`config.mk`:
```
export PLATFORM = sky130hd
export DESIGN_NAME = swf_front
export DESIGN_NICKNAME = d
export VERILOG_FILES = /design/src/rtl/core/swf_pkg.sv /design/src/rtl/core/swf_front.sv
export SDC_FILE = /design/constraint.sdc
export NUM_CORES = 1
export LEC_CHECK = 0
export ABC_AREA = 1
export BUFFER_PORTS_ARGS = -buffer_cell sky130_fd_sc_hd__buf_2
export CAP_MARGIN = 20
export CORE_AREA = 8 8 68 129
export DETAILED_ROUTE_END_ITERATION = 8
export DIE_AREA = 0 0 76 137
export GPL_ROUTABILITY_DRIVEN = 0
export PLACE_DENSITY_LB_ADDON = 0.2
export SYNTH_ARGS = -nofsm -noshare
export SYNTH_HDL_FRONTEND = slang
export SYNTH_SLANG_ARGS = --single-unit
```
`constraint.sdc`:
```
create_clock -name i_clk -period 2.8 [get_ports i_clk]
set_input_delay 0.28 -clock i_clk [delete_from_list [all_inputs] [get_ports i_clk]]
set_output_delay 0.28 -clock i_clk [all_outputs]
set_load 0.01 [all_outputs]
```
`src/rtl/core/swf_pkg.sv`:
```
// Types, constants and codes of the sliding window line fit core
`timescale 1ns / 1ps
package swf_pkg;

    localparam int SAMPLE_BITS = 16;
    localparam int WINDOW_MAX  = 64;
    localparam int STEP_LIMIT  = 64;
    localparam int PTR_BITS    = $clog2(WINDOW_MAX);
    localparam int CFG_BITS    = 7;
    localparam int SX_BITS     = 22;
    localparam int SXX_BITS    = 37;
    localparam int SXY_BITS    = 38;
    localparam int MA_BITS     = 48;
    localparam int MB_BITS     = 24;
    localparam int MP_BITS     = 72;
    localparam int DEN_BITS    = 52;

    localparam logic [CFG_BITS-1:0] WINDOW_RESET = 7'd16;
    localparam logic [CFG_BITS-1:0] STEP_RESET   = 7'd8;

    typedef enum logic [0:0] {
        CFG_WINDOW_SIZE,
        CFG_STEP_SIZE
    } t_cfg_reg;

    typedef struct packed {
        logic signed [SAMPLE_BITS-1:0] y;
        logic signed [SAMPLE_BITS-1:0] x;
        logic                          fin;
    } t_item;

    typedef struct packed {
        logic                      start;
        logic signed [MA_BITS-1:0] a;
        logic signed [MB_BITS-1:0] b;
    } t_mul_req;

    typedef enum logic [2:0] {
        OP_NSXX,
        OP_SXSX,
        OP_NSXY,
        OP_SXSY,
        OP_NXM,
        OP_DADIFF,
        OP_SYD,
        OP_ND
    } t_mul_op;

    typedef enum logic [3:0] {
        ST_IDLE,
        ST_UPDATE,
        ST_RD_MID,
        ST_MID_CAP,
        ST_MUL,
        ST_MUL_WAIT,
        ST_DIV,
        ST_DIV_WAIT,
        ST_EMIT_FIT,
        ST_EMIT_RAW
    } t_state;

endpackage

```
`src/rtl/core/swf_front.sv`:
```
// Input side: accepts sample items into a two-entry queue
`timescale 1ns / 1ps
module swf_front import swf_pkg::*; (
    input  logic   i_clk,
    input  logic   i_rst_n,
    input  logic   i_valid,
    output logic   o_ready,
    input  t_item  i_item,
    output logic   o_q_valid,
    input  logic   i_q_ready,
    output t_item  o_q_item
);
    t_item      r_mem [2];
    logic       r_wr;
    logic       r_rd;
    logic [1:0] r_cnt;
    logic       push;
    logic       pop;

    assign o_ready   = (r_cnt != 2'd2);
    assign o_q_valid = (r_cnt != 2'd0);
    assign o_q_item  = r_mem[r_rd];
    assign push      = i_valid && o_ready;
    assign pop       = o_q_valid && i_q_ready;

    always_ff @(posedge i_clk) begin
        if (!i_rst_n) begin
            r_wr  <= 1'b0;
            r_rd  <= 1'b0;
            r_cnt <= 2'd0;
        end else begin
            if (push) begin
                r_wr <= ~r_wr;
            end
            if (pop) begin
                r_rd <= ~r_rd;
            end
            r_cnt <= r_cnt + 2'(push) - 2'(pop);
        end
    end

    always_ff @(posedge i_clk) begin
        if (push) begin
            r_mem[r_wr] <= i_item;
        end
    end
endmodule

```
Word-level counts from Yosys, hierarchy flattened
Memory sizes are Yosys's and may differ from the RTL's. A register that Yosys moved wholly into a read port is not among the register bits.
Cells that the tools add are included.
{ "classes": {"n_mux": 4, "n_addsub": 2, "n_reduce_logical": 3, "n_bitwise": 2, "eq_ne": 1} }
{ "ops": {"columns": ["cell", "n"], "rows": [
  ["1-bit 2-to-1 mux", 4],
  ["2-bit by 1-bit adder with 2-bit output", 1],
  ["1-bit logical AND", 2],
  ["2-bit inequality test, second input constant", 1],
  ["1-bit NOT", 2],
  ["2-bit nonzero test", 1],
  ["2-bit by 1-bit subtractor with 2-bit output", 1]
]} }
{ "word_totals": {"ff_bits": 4, "mem_bits_rw": 66, "memories": 1, "input_bits": 37} }
{ "mem_list": {"columns": ["memory", "words", "width", "read_ports", "rd_clocked_by_memory_dff", "wr", "line", "rtl"], "rows": [
  ["r_mem", 2, 33, 1, 1, 1, "swf_front.sv:13", "t_item r_mem [2];"]
]} }

Longest topological paths before layout
{ "logic_depth": {"depth_word": 4, "depth_mapped": 11, "ltp_nobuf": 11} }

Worst setup path before layout
OpenSTA, ideal clock, no wires.
{ "synth_path": {"path_type": "register -> register", "from": "register r_cnt[0]", "to": "memory r_mem[0][0] in the netlist's numbering, enable pin", "required_ns": 2.377, "t_arrival_ns": 2.021, "path_stages_with_launch": 5, "n_path_buf": 0, "path_slack_ns": 0.356, "setup_ns": 0.423, "path_cell_list": "dfxtp_1 inv_1 nand2_1 nand2_1 nor2_1"} }
{ "synth_via": {"elab_chain_len": 4} }
{ "synth_rtl": {"columns": ["element", "line", "rtl"], "rows": [
  ["start, declared", "swf_front.sv:16", "logic [1:0] r_cnt;"],
  ["start signal, assigned", "swf_front.sv:38", "r_cnt <= r_cnt + 2'(push) - 2'(pop);"],
  ["2-bit inequality test", "swf_front.sv:20", "assign o_ready = (r_cnt != 2'd2);"],
  ["named net o_ready", "swf_front.sv:7", "output logic o_ready,"],
  ["1-bit logical AND", "swf_front.sv:23", "assign push = i_valid && o_ready;"],
  ["1-bit 2-to-1 mux", "swf_front.sv:43", "if (push) begin"],
  ["1-bit 2-to-1 mux (not written as such)", "swf_front.sv:44", "r_mem[r_wr] <= i_item;"],
  ["end, declared", "swf_front.sv:13", null]
]} }
The timed path passes the listed nets, and every way through them passes these cells.

==> impl_table.tex <==
\begin{tabular}{lr}
\hline
Metric & Value \\
\hline
\multicolumn{2}{l}{\textbf{Outcome}} \\
Outcome & finished, final reports clean \\
\multicolumn{2}{l}{\textbf{Layout}} \\
Non-Filler Instances & 317 \\
Area growth from synthesis to final layout & 26.9\% \\
Number of nets in the layout & 259 \\
Number of antenna diodes & 0 \\
Utilization of the core after routing & 49.6\% \\
Share of layout cells above drive strength 1 & 53.8\% \\
Post-route cell area & 0.00353 mm2 \\
\multicolumn{2}{l}{\textbf{Floorplan}} \\
Height of the chip & 137 um \\
Width of the chip & 76 um \\
Area enclosed by the die boundary & 0.0104 mm2 \\
Count of standard-cell rows & 44 \\
Core box area & 0.00710 mm2 \\
Number of placed I/O pins & 72 \\
Starting utilization of the core area & 39.1\% \\
\multicolumn{2}{l}{\textbf{Synthesis}} \\
Count of warnings emitted by yosys & 0 \\
Share of synthesized area occupied by flip-flops and latches & 75.0\% \\
Synthesis-stage register bit count & 71 \\
Number of distinct library cell variants in the gate-level netlist after synthesis & 12 \\
Mapped Cells & 139 \\
Synthesized area per cell & 20.0 um2 \\
Netlist area before placement & 0.00278 mm2 \\
Syn\_nets & 178 \\
\multicolumn{2}{l}{\textbf{Global routing}} \\
GRT overflow & 0 \\
GRT Resource Usage Total & 9.89\% \\
Wire length of the first global-routing pass & 7760 um \\
Maximum number of pins on one net before global-route repair & 24 \\
Vias in the first global route & 1639 \\
Number of antenna violations at the first check in global routing & 0 \\
\multicolumn{2}{l}{\textbf{STA}} \\
Tightest Pin Transition & 0.599 ns \\
Final hold viol count & 0 \\
Crit share post-route & 71.9\% \\
Final slew viol count & 0 \\
Slew HR & 60.0\% \\
Setup repair after global routing missed its margin & false \\
Final setup violation count & 0 \\
Highest achievable clock rate & 497 MHz \\
Setup Total Neg Slack & 0 ns \\
Setup Skew & 0.00795 ns \\
Final critical-path required period & 2.01 ns \\
\multicolumn{2}{l}{\textbf{Worst setup path}} \\
Critical path buffers and inverters & 2 \\
WP data arrival & 1.73 ns \\
Capture point of the worst reg-to-reg path & r\_mem[0][12] \\
Launching point of the worst reg2reg path & r\_cnt[0] \\
Maximum cell stage delay along the critical path & 0.70 ns \\
Slowest CP cell & dfxtp\_2 \\
Startpoint type of the worst setup path & register \\
WP data required & 2.52 ns \\
Type of element capturing the critical path & output port \\
Instance count on the critical path & 3 \\
Sequence of cells on the critical path & buf\_12 -> mux2\_4 -> buf\_2 \\
Worst setup endpoint & o\_q\_item[29] \\
Register-to-register setup slack & 1.02 ns \\
Max Fanout on Critical Path & 17 \\
Category of the most critical setup path & reg2out \\
Cells on worst reg2reg path & 5 \\
Critical path's top delay family & flip-flops \\
\multicolumn{2}{l}{\textbf{Place}} \\
Cell Count Post-Placement & 301 \\
Detailed placement HPWL & 3410 um \\
Total cell area at the placement stage & 0.00322 mm2 \\
Port Buf Inserts & 71 \\
\multicolumn{2}{l}{\textbf{Pwr}} \\
Worst vdd rail ir drop & 0.447 mV \\
PD cells & 949 mW/mm2 \\
Total Power Consumption & 3350 uW \\
Pleak & 0.00143 uW \\
\multicolumn{2}{l}{\textbf{Detailed routing}} \\
Post-detailed-route count of antenna-violating nets & 0 \\
Number of detailed-routing iterations run before antenna repair & 3 \\
Remaining DRCs & 0 \\
Initial detailed-routing violation count & 54 \\
Routed length per placed instance & 15.1 um \\
Post-detailed-route via-to-cell ratio & 4.49 \\
Vias after detailed routing & 1423 \\
Total wire length & 4780 um \\
\multicolumn{2}{l}{\textbf{Clock network}} \\
Clock transition at path regs & 0.05 ns \\
TritonCTS clock tree & built \\
Max Buffers Root-to-Sink & 2 \\
Depth of the CTS H-tree & 3 \\
Clk root buf & clkbuf\_16 \\
\# hold bufs at CTS & 0 \\
Clock sink count & 71 \\
Num CTS Buffers & 9 \\
Number of setup buffers added after CTS & 0 \\
Post\_cts resized & 0 \\
Worst skew pair latency & 0.32 ns \\
\multicolumn{2}{l}{\textbf{Min path}} \\
Worst min-delay path class & in2reg \\
\multicolumn{2}{l}{\textbf{Flow run}} \\
Max-cap viol count & 0 \\
\hline
\end{tabular}
-- registers in the layout, summed over array words and instances (netlist names), named ones only --
signal  count
r_mem      66
r_rd        1
r_cnt       2
r_wr        1
-- per-stage QoR --
step	hold WS (ns)	setup WS [ns]
2_1_floorplan	0.373	0.356
3_3_place_gp	0.468	1.02
3_5_place_dp	0.472	0.981
4_1_cts	0.128	0.721
5_1_grt	0.132	0.681
6_report	0.143	0.788
-- cell families after synthesis --
logic type | share of synthesized area [%]
flip-flops | 75.0
multiplexers | 17.4
AND/OR/NAND/NOR | 2.84
buffers and inverters | 3.51
AO/OA/AOI/OAI | 0.360
adder cells (fa/ha/maj) | 0.901
-- report_power, final --
group	switching [uW]	total, uW	internal, uW
Clock	367	1140	771
Combinational	372	774	402
Sequential	86.3	1430	1350
Total	826	3350	2520
-- worst min path at each step --
stage / startpoint / to / slack, ns / cells after the start
2_1_floorplan: i_rst_n / r_cnt[0] / 0.37 / 2
3_3_place_gp: i_item[4] / r_mem[0][4] / 0.47 / 1
3_5_place_dp: i_item[0] / r_mem[0][0] / 0.47 / 1
4_1_cts: i_item[0] / r_mem[0][0] / 0.13 / 1
5_1_grt: i_item[0] / r_mem[1][0] / 0.13 / 1
6_report: i_item[0] / r_mem[1][0] / 0.14 / 1
-- metal layers --
layer  wire [um]  track usage [%]
met4          97             6.26
met3         357             5.00
met2        2390             16.1
met1        1930             9.84
met5           0                0
-- cells in the final DEF (no fill, tap or decap) --
cell type / n
a21oi_1: 2
buf_12: 1
buf_2: 71
buf_4: 2
bufinv_16: 2
clkbuf_1: 2
clkbuf_16: 9
clkinv_1: 2
clkinv_2: 1
dfxtp_1: 4
dfxtp_2: 1
edfxtp_1: 66
ha_1: 2
inv_1: 7
mux2_2: 3
mux2_4: 30
nand2_1: 9
nand3_1: 3
nor2_1: 7
nor2_4: 1
-- area by class of cell --
| type | count | area (um2) |
|---|---|---|
| Fill cell | 612 | 3580 |
| Inverter | 7 | 26.3 |
| Timing Repair Buffer | 74 | 390 |
| Sequential cell | 71 | 2080 |
| Clock inverter | 5 | 72.6 |
| Tap cell | 92 | 115 |
| Multi-Input combinational cell | 57 | 606 |
| Clock buffer | 11 | 233 |
-- synth_stat cells (all sizes together) --
cell / instances / area share, %
edfxtp: 66 / 71
mux2: 33 / 17
nand2: 9 / 1.2
nor2: 8 / 1.1
inv: 7 / 0.95
dfxtp: 5 / 3.6
buf: 4 / 2.6
nand3: 3 / 0.54
a21oi: 2 / 0.36
ha: 2 / 0.90
(Power assumes the default switching activity.)
